===== config.mk =====
export PLATFORM = sky130hd
export DESIGN_NAME = mouse_packet_event_decoder_core
export DESIGN_NICKNAME = d
export VERILOG_FILES = /design/src/hw/rtl/mpd_pkg.sv /design/src/hw/rtl/mpd_decode.sv /design/src/hw/rtl/mpd_emit.sv /design/src/hw/rtl/mouse_packet_event_decoder_core.sv
export VERILOG_INCLUDE_DIRS = /design/src /design/src/hw/rtl
export SDC_FILE = /design/constraint.sdc
export NUM_CORES = 1
export LEC_CHECK = 0
export BUFFER_PORTS_ARGS = -buffer_cell sky130_fd_sc_hd__clkbuf_2
export CORE_AREA = 2 2 90 92
export DETAILED_ROUTE_END_ITERATION = 8
export DIE_AREA = 0 0 92 94
export GPL_ROUTABILITY_DRIVEN = 0
export PLACE_DENSITY = 0.74
export SLEW_MARGIN = 5
export SYNTH_ARGS = -nofsm -noshare
export SYNTH_HDL_FRONTEND = slang
export SYNTH_HIERARCHICAL = 1
export SYNTH_SLANG_ARGS = --single-unit
export TNS_END_PERCENT = 20

===== constraint.sdc =====
create_clock -name clk -period 6.3 [get_ports clk]
set_clock_uncertainty 0.1 [all_clocks]
set_input_delay 0.63 -clock clk [delete_from_list [all_inputs] [get_ports clk]]
set_output_delay 0.63 -clock clk [all_outputs]
set_load 0.02 [all_outputs]

===== src/hw/rtl/mouse_packet_event_decoder_core_macros.svh =====
// assertion macros for the mouse packet event decoder
`ifndef MOUSE_PACKET_EVENT_DECODER_CORE_MACROS_SVH
`define MOUSE_PACKET_EVENT_DECODER_CORE_MACROS_SVH

// property must hold at every clock edge out of reset
`define MPD_ASSERT(label, prop) \
	label: assert property (@(posedge clk) disable iff (!arst_n) prop) \
		else $error("mpd assertion failed");

// condition must never be seen out of reset
`define MPD_NEVER(label, cond) \
	label: assert property (@(posedge clk) disable iff (!arst_n) !(cond)) \
		else $error("mpd forbidden condition seen");

`endif


===== src/hw/rtl/mpd_pkg.sv =====
// shared types and constants of the mouse packet event decoder
package mpd_pkg;

	localparam int unsigned MaxEvents = 3;

	// header byte bit positions
	localparam int unsigned HdrSyncBit  = 3;
	localparam int unsigned HdrXSignBit = 4;
	localparam int unsigned HdrYSignBit = 5;
	localparam int unsigned HdrXOvfBit  = 6;
	localparam int unsigned HdrYOvfBit  = 7;

	localparam logic [8:0] MoveSpan = 9'h100;

	typedef enum logic [2:0] {
		KIND_MIDDLE = 3'd0,
		KIND_RIGHT  = 3'd1,
		KIND_LEFT   = 3'd2,
		KIND_XMOVE  = 3'd3,
		KIND_YMOVE  = 3'd4
	} event_kind_t;

	typedef enum logic [1:0] {
		PH_HEADER = 2'd0,
		PH_X      = 2'd1,
		PH_Y      = 2'd2
	} phase_t;

	typedef struct packed {
		event_kind_t kind;
		logic        released;
		logic        negative;
		logic [8:0]  amount;
	} event_t;

	// events caused by one accepted word, in delivery order
	typedef struct packed {
		logic [1:0]   n;
		event_t [2:0] ev;
	} dec_list_t;

endpackage


===== src/hw/rtl/mpd_decode.sv =====
// packet phase tracking and per-word event decode
`include "mouse_packet_event_decoder_core_macros.svh"

module mpd_decode (
	input  logic              clk,
	input  logic              arst_n,
	input  logic              accept,
	input  logic [7:0]        rx_byte,
	output mpd_pkg::dec_list_t dec
);

	mpd_pkg::phase_t phase_q, phase_d;
	logic [2:0]      button_q, button_d;
	logic [1:0]      signs_q, signs_d;
	logic            hdr_ok;
	logic [2:0]      changed;
	logic            hdr_take;

	function automatic mpd_pkg::event_t make_move(mpd_pkg::event_kind_t kind, logic neg,
			logic [7:0] b);
		mpd_pkg::event_t e;
		e.kind     = kind;
		e.released = 1'b0;
		e.negative = neg;
		e.amount   = neg ? (mpd_pkg::MoveSpan - {1'b0, b}) : {1'b0, b};
		return e;
	endfunction

	assign hdr_ok = rx_byte[mpd_pkg::HdrSyncBit] && !rx_byte[mpd_pkg::HdrXOvfBit]
		&& !rx_byte[mpd_pkg::HdrYOvfBit];
	assign changed = rx_byte[2:0] ^ button_q;
	assign hdr_take = accept && phase_q != mpd_pkg::PH_X && phase_q != mpd_pkg::PH_Y
		&& hdr_ok;

	// next state
	always_comb begin
		phase_d  = phase_q;
		button_d = button_q;
		signs_d  = signs_q;
		if (accept) begin
			unique case (phase_q)
				mpd_pkg::PH_X: phase_d = mpd_pkg::PH_Y;
				mpd_pkg::PH_Y: phase_d = mpd_pkg::PH_HEADER;
				default: begin
					if (hdr_ok) begin
						phase_d  = mpd_pkg::PH_X;
						button_d = rx_byte[2:0];
						signs_d  = {rx_byte[mpd_pkg::HdrYSignBit], rx_byte[mpd_pkg::HdrXSignBit]};
					end else begin
						phase_d = mpd_pkg::PH_HEADER;
					end
				end
			endcase
		end
	end

	// event list for the current word
	always_comb begin
		dec = '0;
		unique case (phase_q)
			mpd_pkg::PH_X: begin
				dec.ev[0] = make_move(mpd_pkg::KIND_XMOVE, signs_q[0], rx_byte);
				dec.n     = 2'd1;
			end
			mpd_pkg::PH_Y: begin
				dec.ev[0] = make_move(mpd_pkg::KIND_YMOVE, signs_q[1], rx_byte);
				dec.n     = 2'd1;
			end
			default: begin
				if (hdr_ok) begin
					// middle, right, left
					for (int i = 0; i < mpd_pkg::MaxEvents; i++) begin
						if (changed[2 - i]) begin
							dec.ev[dec.n].kind     = mpd_pkg::event_kind_t'(3'(i));
							dec.ev[dec.n].released = !rx_byte[2 - i];
							dec.ev[dec.n].negative = 1'b0;
							dec.ev[dec.n].amount   = '0;
							dec.n                  = dec.n + 2'd1;
						end
					end
				end
			end
		endcase
	end

	always_ff @(posedge clk or negedge arst_n) begin
		if (!arst_n) begin
			phase_q  <= mpd_pkg::PH_HEADER;
			button_q <= '0;
			signs_q  <= '0;
		end else begin
			phase_q  <= phase_d;
			button_q <= button_d;
			signs_q  <= signs_d;
		end
	end

	`MPD_ASSERT(a_move_single, accept && phase_q != mpd_pkg::PH_HEADER |-> dec.n == 2'd1)
	`MPD_ASSERT(a_y_ends_packet, accept && phase_q == mpd_pkg::PH_Y |=> phase_q == mpd_pkg::PH_HEADER)
	`MPD_ASSERT(a_hdr_latch, hdr_take |=> phase_q == mpd_pkg::PH_X && button_q == $past(rx_byte[2:0]))

endmodule


===== src/hw/rtl/mpd_emit.sv =====
// event list holding register and result word register
`include "mouse_packet_event_decoder_core_macros.svh"

module mpd_emit (
	input  logic               clk,
	input  logic               arst_n,
	input  logic               load,
	input  mpd_pkg::dec_list_t dec,
	output logic               list_full,
	input  logic               out_stall,
	output logic               out_valid,
	output mpd_pkg::event_t    out_ev,
	output logic               out_last
);

	mpd_pkg::event_t [2:0] ev_q;
	logic [1:0]            cnt_q;
	logic                  out_valid_q;
	mpd_pkg::event_t       out_ev_q;
	logic                  out_last_q;
	logic                  out_free;
	logic                  pop;

	assign out_free  = !out_valid_q || !out_stall;
	assign pop       = out_free && (cnt_q != 2'd0);
	assign list_full = !((cnt_q == 2'd0) || ((cnt_q == 2'd1) && out_free));

	always_ff @(posedge clk or negedge arst_n) begin
		if (!arst_n) begin
			cnt_q       <= '0;
			out_valid_q <= 1'b0;
		end else begin
			if (load) begin
				cnt_q <= dec.n;
			end else if (pop) begin
				cnt_q <= cnt_q - 2'd1;
			end
			if (pop) begin
				out_valid_q <= 1'b1;
			end else if (out_free) begin
				out_valid_q <= 1'b0;
			end
		end
	end

	always_ff @(posedge clk) begin
		if (load) begin
			ev_q <= dec.ev;
		end else if (pop) begin
			ev_q[0] <= ev_q[1];
			ev_q[1] <= ev_q[2];
		end
		if (pop) begin
			out_ev_q   <= ev_q[0];
			out_last_q <= (cnt_q == 2'd1);
		end
	end

	assign out_valid = out_valid_q;
	assign out_ev    = out_ev_q;
	assign out_last  = out_last_q;

	`MPD_ASSERT(a_load_count, load && dec.n != 2'd0 |=> cnt_q == $past(dec.n))
	`MPD_ASSERT(a_pop_fills, cnt_q != 2'd0 && out_free |=> out_valid_q)
	`MPD_NEVER(a_orphan_word, out_valid_q && !out_last_q && cnt_q == 2'd0)

endmodule


===== src/hw/rtl/mouse_packet_event_decoder_core.sv =====
// mouse packet event decoder top level
// Takes mouse link bytes one word at a time and decodes three-byte packets
// (header, x byte, y byte) into button and move events, one event per output
// word, with last marking the final event caused by an input byte. An x or y
// byte gives one move event and can be accepted every cycle while the output
// is not stalled. A valid header gives one event per changed button (middle,
// right, left), so it holds the event list until each of its events has moved
// to the output register; a header that is invalid or changes no button gives
// no word. The next byte is accepted in the cycle the last queued event moves
// to the output register, so the rate is set by that single-word output path.
// Events go from the event list register to the output word register.
module mouse_packet_event_decoder_core (
	input  logic       clk,
	input  logic       arst_n,
	input  logic       in_valid,
	output logic       in_stall,
	input  logic [7:0] rx_byte,
	output logic       out_valid,
	input  logic       out_stall,
	output logic [2:0] event_kind,
	output logic       released,
	output logic       negative,
	output logic [8:0] amount,
	output logic       last
);

	mpd_pkg::dec_list_t dec;
	mpd_pkg::event_t    out_ev;
	logic               list_full;
	logic               accept;

	assign in_stall = list_full;
	assign accept   = in_valid && !list_full;

	mpd_decode u_decode (
		.clk     (clk),
		.arst_n  (arst_n),
		.accept  (accept),
		.rx_byte (rx_byte),
		.dec     (dec)
	);

	mpd_emit u_emit (
		.clk       (clk),
		.arst_n    (arst_n),
		.load      (accept),
		.dec       (dec),
		.list_full (list_full),
		.out_stall (out_stall),
		.out_valid (out_valid),
		.out_ev    (out_ev),
		.out_last  (last)
	);

	assign event_kind = out_ev.kind;
	assign released   = out_ev.released;
	assign negative   = out_ev.negative;
	assign amount     = out_ev.amount;

endmodule

## Word level (Yosys, flattened, before mapping)

Cells that the tools add are included.

- Flip-flop bits (word level): 67
- Input port bits: 12
- Output and inout port bits: 17
- Word-level logic and storage cells: 108

- Add/sub/neg operators: 4
- Order comparisons: 4
- Equality and inequality tests: 3
- Mux-type cells: 48
- Bitwise operators: 3
- Reductions and logical operators: 24

Operators with widths:

| operator | number |
|---|---|
| 42-bit bitwise mux | 8 |
| 14-bit demux with 2-bit select | 8 |
| 44-bit 2-to-1 mux | 5 |
| 14-bit 2-to-1 mux | 5 |
| 28-bit 2-to-1 mux | 2 |
| 9-bit 2-to-1 mux | 4 |
| 11-bit 2-to-1 mux | 3 |
| 14-bit one-hot mux with 2 select lines | 1 |
| 10-bit 2-to-1 mux | 2 |
| 2-bit 2-to-1 mux | 5 |
| 9-bit by 8-bit subtractor with 9-bit output (first input constant) | 1 |
| 1-bit zero test | 8 |
| 1-bit logical AND | 7 |
| 2-bit by 3-bit < comparator with 1-bit output (second input constant) | 2 |
| 2-bit nonzero test | 3 |
| 2-bit by 1-bit adder with 2-bit output (second input constant) | 2 |
| 2-bit by 1-bit == test with 1-bit output (second input constant) | 2 |
| 2-bit by 1-bit greater-or-equal comparator with 1-bit output (second input constant) | 2 |
| 1-bit 2-to-1 mux | 4 |
| 2-bit one-hot mux with 2 select lines | 1 |
| 3-bit AND reduction | 1 |
| 3-bit OR reduction | 1 |
| 3-bit XOR | 1 |
| 2-bit == test (second input constant) | 1 |
| 5 further kinds | 7 |

## Longest topological paths before layout

Gate-level depths: netlist (run 1).

- Depth in word-level cells: 28
- Depth in mapped cells: 8
- Mapped depth without buffers: 8

## Hierarchy

Netlist (run 1), hierarchy kept.

Modules (own cells, without submodules):

| module | instances | cells each | area an instance (µm²) | sequential area each (µm²) |
|---|---|---|---|---|
| mpd_emit | 1 | 109 | 2383.5 | 1786.7 |
| mpd_decode | 1 | 137 | 1051.0 | 175.2 |
| mouse_packet_event_decoder_core | 1 | 1 | 13.8 | 0.0 |

## Least setup slack after synthesis (run 1)

OpenSTA, ideal clock, no wires.

- Path type: in2reg
- From: in out_stall
- To: reg u_emit/ev_q[0] in the netlist's numbering, enable pin
- Setup time: 0.320 ns
- Arrival time: 2.230 ns
- Data required time: 5.880 ns
- Slack: 3.650 ns
- Stages on the path: 6
- Buffers on the path: 2
- Cells stage by stage: nand2_1 a21oi_1 nor2b_4 buf_6 buf_8 or2_2

- Longest elaborated chain between the ends: 6
- Elaborated cells between the ends (all ways): 7
- Classes of those cells: 7 x reduce/logical

Ends and longest elaborated chain:

| element | RTL line | source |
|---|---|---|
| start, declared | mouse_packet_event_decoder_core.sv:19 | `input logic out_stall,` |
| 1-bit zero test | mpd_emit.sv:24 | `assign out_free = !out_valid_q \|\| !out_stall;` |
| 1-bit logical OR | mpd_emit.sv:24 |  |
| 1-bit logical AND | mpd_emit.sv:26 | `assign list_full = !((cnt_q == 2'd0) \|\| ((cnt_q == 2'd1) && out_free));` |
| 1-bit logical OR | mpd_emit.sv:26 |  |
| 1-bit logical AND | mouse_packet_event_decoder_core.sv:33 | `assign accept = in_valid && !list_full;` |
| via accept | mouse_packet_event_decoder_core.sv:30 | `logic accept;` |
| 2-bit nonzero test (no line) | - |  |
| end signal, assigned | mpd_emit.sv:48 | `ev_q <= dec.ev;` |
| end, declared | mpd_emit.sv:16 | `mpd_pkg::event_t [2:0] ev_q;` |

The timed path passes the listed nets, and every way through them passes these cells.
A chain may end at the register's enable or synchronous reset.

## Worst setup path in the final report (run 1)

- From: reg u_emit.cnt_q[0]
- To: reg u_emit/ev_q[14] in the netlist's numbering, enable pin

- Longest elaborated chain between the ends: 5
- Elaborated cells between the ends (all ways): 8
- Classes of those cells: 1 x eq/ne; 7 x reduce/logical

Ends and longest elaborated chain:

| element | RTL line | source |
|---|---|---|
| start, declared | mpd_emit.sv:17 | `logic [1:0] cnt_q;` |
| start signal, assigned | mpd_emit.sv:34 | `cnt_q <= dec.n;` |
| start signal, assigned | mpd_emit.sv:36 | `cnt_q <= cnt_q - 2'd1;` |
| 2-bit by 1-bit == test with 1-bit output | mpd_emit.sv:26 |  |
| 1-bit logical AND | mpd_emit.sv:26 |  |
| 1-bit logical OR (*) | mpd_emit.sv:26 |  |
| 1-bit logical AND (*) | mouse_packet_event_decoder_core.sv:33 |  |
| via accept | mouse_packet_event_decoder_core.sv:30 |  |
| 2-bit nonzero test (no line) (*) | - |  |

The timed path passes the listed nets; every way through them passes the cells marked *.

==> results.py, run 1 <==
metrics = {
    "final_layout": {
        "syn_to_final_growth_pct": 10.7,
        "antenna_cells": 0,
        "stdcell_count": 387,
        "nets": 304,
        "final_area_sq_mm": 0.00382,
        "drive_above_1_share_pct": 29.8,
    },
    "sta": {
        "hold_violations": 0,
        "rsz0062_at_grt": "false",
        "setup_viol": 0,
        "period_share_pct": 43.3,
        "fin_crit_ns": 2.73,
        "tightest_slew_ns": 0.756,
        "max_freq_ghz": 0.366,
        "slew_headroom_pct": 49.6,
        "setup_ws_ns": 3.57,
        "finalMaxSlewViolations": 0,
        "final.setup.tns_ns": 0,
    },
    "worst_setup_path": {
        "cp-end-kind": "flip-flop",
        "timing.reg2reg.setup_slack_ns": 3.57,
        "critPathTopFamily": "simple AND/OR/NAND/NOR gates",
        "cpPeakStageDelay_ns": 0.69,
        "criticalPathCategory": "flip-flop to flip-flop",
        "worstPathArrival_ns": 2.60,
        "worstPathRequired_ns": 6.17,
        "path_buf_inv": 2,
        "cp-start-kind": "flip-flop",
        "cp_cell_sequence": "inv_1 -> ha_1 -> a21oi_1 -> nor2b_4 -> buf_4 -> or2_2",
        "worst-path-max-fanout": 53,
        "critPathSlowestCell": "or2_2",
    },
    "placed_design": {
        "pre_cts_ws_ns": 3.43,
        "dp_hpwl_um": 3680,
        "io_buffer_count": 28,
        "dp.cells": 372,
        "placed_cell_area_sq_mm": 0.00356,
    },
    "power_and_ir_drop": {
        "p_switching_mw": 0.630,
        "power_mw": 1.99,
        "p_sw_share_pct": 31.7,
        "p_comb_share_pct": 34.7,
        "clkPwrFrac_pct": 23.3,
        "p_leak_nw": 1.60,
        "internal_power_mw": 1.36,
        "p_per_area_mw_per_mm2": 521,
        "seqPwrFrac_pct": 42.0,
        "ir_drop_mv": 0.160,
    },
    "synth": {
        "netlist_area_sq_mm": 0.00345,
        "muxShareOfSynthArea_pct": 14.6,
        "synth_edf_count": 57,
        "synth_compound_area_share_pct": 7.00,
        "synth_ff_type": "edfxtp_1",
        "syn_avg_cell_area_sq_um": 14.0,
        "synth_seq_area_share_pct": 56.9,
        "synth_top_family_by_area": "multiplexers",
        "yosysUniqueCellTypes": 43,
        "synthSimpleGateAreaFrac_pct": 7.29,
        "synthAdderAreaFrac_pct": 3.99,
        "yosys_warnings": 6,
        "ys_seq_elements": 67,
        "syn_inst": 247,
        "synth-async-reset-ratio_pct": 14.9,
        "synth_xor_area_share_pct": 0.762,
    },
    "global_route": {
        "grt_overflow_total": 0,
        "grt_start_max_net_pins": 54,
        "grtUsageMet3_pct": 4.74,
        "grt_pass1_wl_um": 8800,
        "grt_use_met2_pct": 20.9,
        "grt_pass1_vias": 1870,
        "gr-usage-met1_pct": 16.7,
        "track_usage_pct": 13.5,
        "busiest_layer": "met2",
        "antenna_found_initial": 0,
    },
    "floorplan": {
        "core_area_sq_mm": 0.00761,
        "placementRows": 32,
        "initial_core_util_pct": 45.3,
        "die_w_um": 92,
        "dieArea_sq_mm": 0.00865,
        "ios": 29,
        "die_h_um": 94,
    },
    "detailed_routing": {
        "wl_per_cell_um": 13.6,
        "drt-initial-drc-count": 107,
        "wirelength_um": 5280,
        "drc_errors": 0,
        "vias": 1912,
        "antenna_left": 0,
        "avgViaCountPerCell": 4.94,
        "drtPass1Iterations": 4,
    },
    "cts": {
        "cts_tree": "built",
        "clk_latency_ns": 0.34,
        "htreeDepth": 3,
        "cts-root-buf": "clkbuf_8",
        "cts_made_buffers": 9,
        "cts_buffer_depth": 2,
        "cts-resized-gates": 0,
        "clock-sinks": 67,
        "hold_buffers": 0,
        "post_cts_buffers": 0,
        "path_clk_slew_ns": 0.07,
    },
    "outcome": {
        "status": "completed",
    },
    "run": {
        "cap_violations": 0,
    },
    "hold_path": {
        "hp-class": "input pin to asynchronous set/reset pin",
    },
}
[cell usage in the layout (no fill, tap or decap), types with 2 or more instances in the layout]
cell	netlist	final
conb_1	1	23
dfrtp_1	10	10
edfxtp_1	57	57
mux2_2	6	6
a2111o_1	2	2
ha_1	11	11
or2_2	3	3
nand2_1	17	17
a22oi_1	2	2
inv_1	18	18
nor3b_1	3	3
buf_4	23	2
o32ai_1	3	3
clkbuf_2	0	28
o211ai_1	2	2
xor2_1	2	2
nand3_1	2	2
mux2i_1	3	3
clkbuf_8	0	9
o22ai_1	2	2
a21oi_1	9	9
nor2_1	6	6
and3_1	5	5
o21ai_0	6	6
and2_1	3	3
bufinv_16	0	4
nand2b_1	2	2
nor3_1	3	3
mux2_4	27	27
[cell usage after synthesis (2+ instances only)]
cell type / instances / area share [%]
edfxtp_1: 57 / 50
mux2_4: 27 / 12
buf_4: 23 / 5.0
inv_1: 18 / 2.0
nand2_1: 17 / 1.9
ha_1: 11 / 4.0
dfrtp_1: 10 / 7.3
a21oi_1: 9 / 1.3
mux2_2: 6 / 2.0
nor2_1: 6 / 0.65
o21ai_0: 6 / 0.87
and3_1: 5 / 0.91
and2_1: 3 / 0.54
mux2i_1: 3 / 0.87
nor3_1: 3 / 0.44
nor3b_1: 3 / 0.65
o32ai_1: 3 / 0.76
or2_2: 3 / 0.54
a2111o_1: 2 / 0.65
a22oi_1: 2 / 0.44
buf_12: 2 / 1.2
buf_6: 2 / 0.65
nand2b_1: 2 / 0.36
nand3_1: 2 / 0.29
o211ai_1: 2 / 0.44
o22ai_1: 2 / 0.36
xor2_1: 2 / 0.51
[per-layer routing]
layer / up-vias / share of wire [%]
met2: 55 / 47
met3: 6 / 5.5
met1: 920 / 46
met4: 0 / 1.6
met5: - / 0
li1: 931 / -
[registers in the layout, indices dropped and copies added, names as in the netlist]
name,count
u_emit/out_last,1
u_emit/out_valid,1
u_decode/signs_q,2
u_emit/out_ev,14
u_decode/button_q,3
u_decode/phase_q,2
u_emit/ev_q,42
u_emit/cnt_q,2
[through the flow]
| stage | utilization [%] | hold WS [ns] |
|---|---|---|
| 6_report | 50.2 | 0.0537 |
| 4_1_cts | 50.2 | 0.0448 |
| 5_1_grt | 50.2 | 0.0471 |
| 3_3_place_gp | 46.8 | 0.301 |
| 2_1_floorplan | - | 0.234 |
| 3_5_place_dp | 46.8 | 0.305 |
[kinds of logic (layout without fill, tap and decap cells)]
group	Yosys count	in the layout
compound gates	35	35
xor+xnor	3	3
fa+ha+maj	11	11
buf+inv	47	63
flops	67	67
mux	36	36
other cells	1	23
simple gates	47	47
[power by group through the flow]
stage          Combinational [mW]  Clock (mW)  Sequential (mW)
4_1_cts                     0.691       0.473            0.838
5_1_grt                     0.755       0.492            0.854
6_report                    0.690       0.464            0.836
3_5_place_dp                0.689           0            0.847
2_1_floorplan               0.509           0            0.889
3_3_place_gp                0.673           0            0.836
[final cells by class]
cell class                 count  area, sq um
fill                         668         3790
timing repair buffer          30          155
sequential                    67         1960
tap                          102          128
multi-input combinational    155         1250
clock inverter                 6          136
inverter                      18         67.6
clock buffer                   9          124
[final timing paths]
check,startpoint,to,depth (start not counted)
worst min-delay path,arst_n,u_emit/cnt_q[1],1
max in group asynchronous,arst_n,u_decode/signs_q[0],1
min in group clk,u_emit/ev_q[5],u_emit/out_ev[5],0
worst max-delay path,u_emit/cnt_q[0],u_emit/ev_q[14],6
worst min register to register,u_emit/ev_q[5],u_emit/out_ev[5],0
worst max register to register,u_emit/cnt_q[0],u_emit/ev_q[14],6
No activity file was read; power rests on OpenSTA's default activity.
==> inputs of run 2 (changes only) <==
==> constraint.sdc (replaced) <==
create_clock -name clk -period 2.83 [get_ports clk]
set_clock_uncertainty 0.1 [all_clocks]
set_input_delay 0.283 -clock clk [delete_from_list [all_inputs] [get_ports clk]]
set_output_delay 0.283 -clock clk [all_outputs]
set_load 0.02 [all_outputs]
==> results.py, run 2 (synthesized netlist as in run 1, its figures left out) <==
metrics = {
    "final_layout": {
        "antenna_cells": 0,
        "nets": 305,
        "final_common_cell": "edfxtp_1",
        "syn_to_final_growth_pct": 10.8,
        "register_area_sq_mm": 0.00196,
        "stdcell_count": 389,
        "regMostFlops": "u_emit/ev_q",
        "fill_cells": 676,
        "multiInputGateArea_sq_mm": 0.00125,
        "drive_above_1_share_pct": 29.6,
        "final_area_sq_mm": 0.00382,
        "layout_common_cells": "edfxtp_1 (57), clkbuf_2 (28), mux2_4 (27), conb_1 (23), inv_1 (18)",
        "largest_reg_flops": 42,
    },
    "detailed_routing": {
        "avgViaCountPerCell": 4.93,
        "antenna_left": 0,
        "wl_per_cell_um": 13.6,
        "drc_errors": 0,
        "drtPass1Iterations": 4,
        "wirelength_um": 5280,
        "vias": 1916,
        "drt-initial-drc-count": 142,
    },
    "sta": {
        "finalMaxSlewViolations": 0,
        "hold_violations": 0,
        "period_share_pct": 82.8,
        "final.setup.tns_ns": 0,
        "fin_crit_ns": 2.34,
        "slew_headroom_pct": 56.4,
        "max_freq_ghz": 0.427,
        "setup_viol": 0,
        "rsz0062_at_grt": "false",
        "tightest_slew_ns": 0.655,
    },
    "cts": {
        "cts_buffer_depth": 2,
        "htreeDepth": 3,
        "cts_tree": "built",
        "clk_latency_ns": 0.34,
        "cts-root-buf": "clkbuf_8",
        "clock-sinks": 67,
        "path_clk_slew_ns": 0.07,
        "cts_made_buffers": 9,
    },
    "worst_setup_path": {
        "r2r_cells": 5,
        "worstPathRequired_ns": 2.70,
        "rr_startpoint": "u_emit/cnt_q[0]",
        "r2r_end": "u_emit/ev_q[16]",
        "criticalPathCategory": "flip-flop to flip-flop",
        "worstPathArrival_ns": 2.22,
        "cp-end-kind": "flip-flop",
        "worst-path-max-fanout": 28,
        "timing.reg2reg.setup_slack_ns": 0.49,
        "cp-start-kind": "flip-flop",
    },
    "power_and_ir_drop": {
        "p_per_area_mw_per_mm2": 1130,
        "seqPwrFrac_pct": 43.0,
        "p_sw_share_pct": 32.1,
        "p_switching_mw": 1.39,
        "ir_drop_mv": 0.353,
        "clkPwrFrac_pct": 21.6,
        "p_comb_share_pct": 35.4,
        "p_leak_nw": 1.60,
        "internal_power_mw": 2.94,
    },
    "floorplan": {
        "ios": 29,
        "initial_core_util_pct": 45.3,
        "placementRows": 32,
        "core_area_sq_mm": 0.00761,
        "dieArea_sq_mm": 0.00865,
        "die_h_um": 94,
        "die_w_um": 92,
    },
    "global_route": {
        "track_usage_pct": 13.0,
        "grt_start_max_net_pins": 39,
        "grt_pass1_vias": 1720,
        "grt_pass1_wl_um": 8430,
        "grt_overflow_total": 0,
        "antenna_found_initial": 0,
    },
    "placed_design": {
        "dp_hpwl_um": 3710,
        "io_buffer_count": 28,
        "dp.cells": 372,
        "placed_cell_area_sq_mm": 0.00357,
    },
    "hold_path": {
        "hp-class": "input pin to flip-flop",
        "min_from": "out_stall",
        "hold_depth": 3,
        "hold_path_end": "u_emit/out_valid",
    },
    "outcome": {
        "status": "completed",
    },
    "run": {
        "cap_violations": 0,
    },
}
==> run 2: worst max-delay path, cell delays in order (launching register included) <==
cell and delay, ns:
dfrtp_1 0.41, inv_1 0.07, ha_1 0.22, a21oi_1 0.10
nor2b_4 0.43, or2_2 0.64
==> run 2: timing repair <==
| action | 4_1_cts | 5_1_grt |
|---|---|---|
| gates resized for setup | 0 | 0 |
| endpoints found under the hold margin | 10 | 0 |
| hold buffers | 1 | 0 |
| buffers inserted | 0 | 0 |
==> run 2: per-stage QoR <==
stage	worst slack (ns)	hold WS (ns)	power (mW)	utilization (%)
after floorplan	0.250	-0.113	3.11	-
after global placement	0.548	0.0788	3.36	46.9
after detailed placement	0.489	0.0857	3.42	46.9
after CTS	0.475	0.123	4.36	50.2
after global routing	0.348	0.132	4.57	50.2
final	0.487	0.131	4.33	50.2
==> run 2: worst max-delay path by stage <==
stage | start | to | slack [ns] | cells past startpoint
floorplan | u_emit/cnt_q[0] | u_emit/ev_q[0] | 0.25 | 7
global placement | rx_byte[2] | u_emit/ev_q[24] | 0.55 | 9
detailed placement | u_emit/cnt_q[0] | u_emit/ev_q[23] | 0.49 | 5
CTS | u_emit/cnt_q[0] | u_emit/ev_q[24] | 0.48 | 5
global route | u_emit/cnt_q[0] | u_emit/ev_q[26] | 0.35 | 5
finish | u_emit/cnt_q[0] | u_emit/ev_q[16] | 0.49 | 5
==> run 2: layout make-up <==
| type | count | share of cell area (%) |
|---|---|---|
| inverters | 18 | 1.77 |
| clock inverters | 7 | 3.05 |
| repair buffers | 31 | 4.65 |
| multi-input cells | 155 | 32.6 |
| clock buffers | 9 | 3.24 |
| well taps | 102 | 3.34 |
| flip-flops and latches | 67 | 51.3 |
==> run 2: routing by layer <==
layer / vias up / GRT usage (%) / routed length, um
met5: - / 0 / 0
met4: 0 / 7.34 / 68
met3: 8 / 4.33 / 359
met2: 65 / 19.5 / 2430
met1: 917 / 16.6 / 2420
li1: 926 / - / -
==> run 2: power groups by stage <==
stage	Combinational, mW	Sequential (mW)	Clock (mW)
after global placement	1.50	1.86	0
final	1.54	1.86	0.936
after floorplan	1.13	1.98	0
after detailed placement	1.53	1.88	0
after global routing	1.67	1.90	1.00
after CTS	1.53	1.86	0.959
==> inputs of run 3 (changes only) <==
==> constraint.sdc (replaced) <==
create_clock -name clk -period 2.42 [get_ports clk]
set_clock_uncertainty 0.1 [all_clocks]
set_input_delay 0.242 -clock clk [delete_from_list [all_inputs] [get_ports clk]]
set_output_delay 0.242 -clock clk [all_outputs]
set_load 0.02 [all_outputs]
==> results.py, run 3 (synthesized netlist as in run 1, its figures left out) <==
metrics = {
    "power_and_ir_drop": {
        "p_per_area_mw_per_mm2": 1290,
        "power_mw": 4.89,
        "p_leak_nw": 1.58,
        "ir_drop_mv": 0.348,
    },
    "worst_setup_path": {
        "worst-path-max-fanout": 5,
        "rr_startpoint": "u_decode/button_q[2]",
        "worstPathRequired_ns": 2.42,
        "cpPeakStageDelay_ns": 0.38,
        "cp-startpoint": "u_decode/button_q[2]",
        "critPathTopFamily": "adder cells",
        "worstPathArrival_ns": 2.16,
        "criticalPathCategory": "flip-flop to flip-flop",
        "timing.reg2reg.setup_slack_ns": 0.26,
        "critPathSlowestCell": "dfrtp_1",
        "crit_path_frequent_cell": "ha_1",
        "crit_cells": 7,
        "critPathCapture": "u_emit/ev_q[24]",
        "cp-end-kind": "flip-flop",
        "r2r_end": "u_emit/ev_q[24]",
        "cp-start-kind": "flip-flop",
        "cp_cell_sequence": "ha_1 -> inv_1 -> ha_1 -> and2_1 -> o21ai_0 -> a21oi_1 -> mux2_4",
        "r2r_cells": 7,
        "path_buf_inv": 1,
    },
    "global_route": {
        "track_usage_pct": 13.4,
        "grt_overflow_total": 0,
        "grt_pass1_wl_um": 8640,
        "grt_pass1_vias": 1847,
        "antenna_found_initial": 0,
        "grt_start_max_net_pins": 32,
    },
    "detailed_routing": {
        "drc_errors": 0,
        "wirelength_um": 5180,
        "wl_per_cell_um": 13.3,
        "drt-initial-drc-count": 113,
        "drtPass1Iterations": 4,
        "avgViaCountPerCell": 4.77,
        "antenna_left": 0,
        "vias": 1860,
    },
    "cts": {
        "cts_made_buffers": 9,
        "cts-root-buf": "clkbuf_8",
        "path_clk_slew_ns": 0.07,
        "clock-sinks": 67,
        "cts_buffer_depth": 2,
        "htreeDepth": 3,
        "clk_latency_ns": 0.35,
        "post_cts_buffers": 0,
        "cts_tree": "built",
    },
    "sta": {
        "rsz0062_at_grt": "false",
        "setup_ws_ns": 0.259,
        "fin_crit_ns": 2.16,
        "holdWs_ns": 0.110,
        "finalMaxSlewViolations": 0,
        "final.setup.tns_ns": 0,
        "setup_viol": 0,
        "max_freq_ghz": 0.463,
        "slew_headroom_pct": 57.2,
        "hold_violations": 0,
        "tightest_slew_ns": 0.642,
        "period_share_pct": 89.3,
    },
    "placed_design": {
        "pre_cts_ws_ns": 0.166,
        "io_buffer_count": 28,
        "dp.cells": 373,
        "dp_hpwl_um": 3660,
    },
    "final_layout": {
        "stdcell_count": 390,
        "final_common_cell": "edfxtp_1",
        "fill_cells": 682,
        "multiInputGateArea_sq_mm": 0.00125,
        "antenna_cells": 0,
        "layout_common_cells": "edfxtp_1 (57), clkbuf_2 (28), mux2_4 (27), conb_1 (23), inv_1 (18)",
        "syn_to_final_growth_pct": 9.83,
        "register_area_sq_mm": 0.00196,
        "nets": 306,
        "largest_reg_flops": 42,
        "drive_above_1_share_pct": 30.6,
        "regMostFlops": "u_emit/ev_q",
    },
    "floorplan": {
        "core_area_sq_mm": 0.00761,
        "dieArea_sq_mm": 0.00865,
        "initial_core_util_pct": 45.3,
        "ios": 29,
        "placementRows": 32,
        "die_w_um": 92,
        "die_h_um": 94,
    },
    "outcome": {
        "status": "completed",
    },
    "run": {
        "cap_violations": 0,
    },
    "hold_path": {
        "hp-class": "input pin to flip-flop",
    },
}
==> run 3: cell count changes in the layout (fill, tap and decap cells not counted), sizes merged <==
cell	delta
buf	+1
bufinv	-2
clkinv	-1
clkinvlp	+2
inv	+1
==> run 3: layer usage <==
layer / share of wire, % / up-vias / global-route usage [%]
met2: 48 / 36 / 21.7
li1: - / 936 / -
met5: 0 / - / 0
met3: 5.4 / 10 / 5.30
met4: 2.4 / 0 / 6.84
met1: 44 / 878 / 15.5
==> run 3: per-stage QoR <==
| stage | util (%) | area, sq um |
|---|---|---|
| 2_1_floorplan | - | 3540 |
| 3_3_place_gp | 47.1 | 3590 |
| 3_5_place_dp | 47.1 | 3590 |
| 4_1_cts | 49.8 | 3790 |
| 5_1_grt | 49.8 | 3790 |
| 6_report | 49.8 | 3790 |
==> run 3: tightest hold or removal path, cell delays in order <==
cell	delay, ns
clkbuf_2	0.12
nand2_1	0.09
nand2_1	0.07
==> run 3: worst min-delay path by stage <==
stage                      endpoint  slack, ns  depth (start not counted)       from
6_report           u_emit/out_valid       0.11                          3  out_stall
3_5_place_dp        u_emit/cnt_q[1]       0.05                          1     arst_n
2_1_floorplan  u_decode/button_q[0]      -0.15                          0     arst_n
5_1_grt            u_emit/out_valid       0.11                          3  out_stall
4_1_cts            u_emit/out_valid       0.09                          3  out_stall
3_3_place_gp   u_decode/button_q[0]       0.05                          1     arst_n
==> run 3: what timing repair did <==
item,4_1_cts,5_1_grt
endpoints found under the hold margin,10,0
resized for setup,0,0
hold buffers,1,0
==> run 3: final cells by class <==
type | instances | area share (%)
clock inverters | 7 | 1.78
inverters | 18 | 1.78
repair buffers | 32 | 4.89
clock buffers | 9 | 3.27
multi-input cells | 155 | 33.1
flip-flops and latches | 67 | 51.8
well taps | 102 | 3.37
==> run 3: power breakdown <==
group          switching [mW]  total [mW]  internal [mW]
clock network           0.419       0.890          0.471
registers               0.193        2.17           1.98
logic                    1.03        1.83          0.798
total                    1.64        4.89           3.25
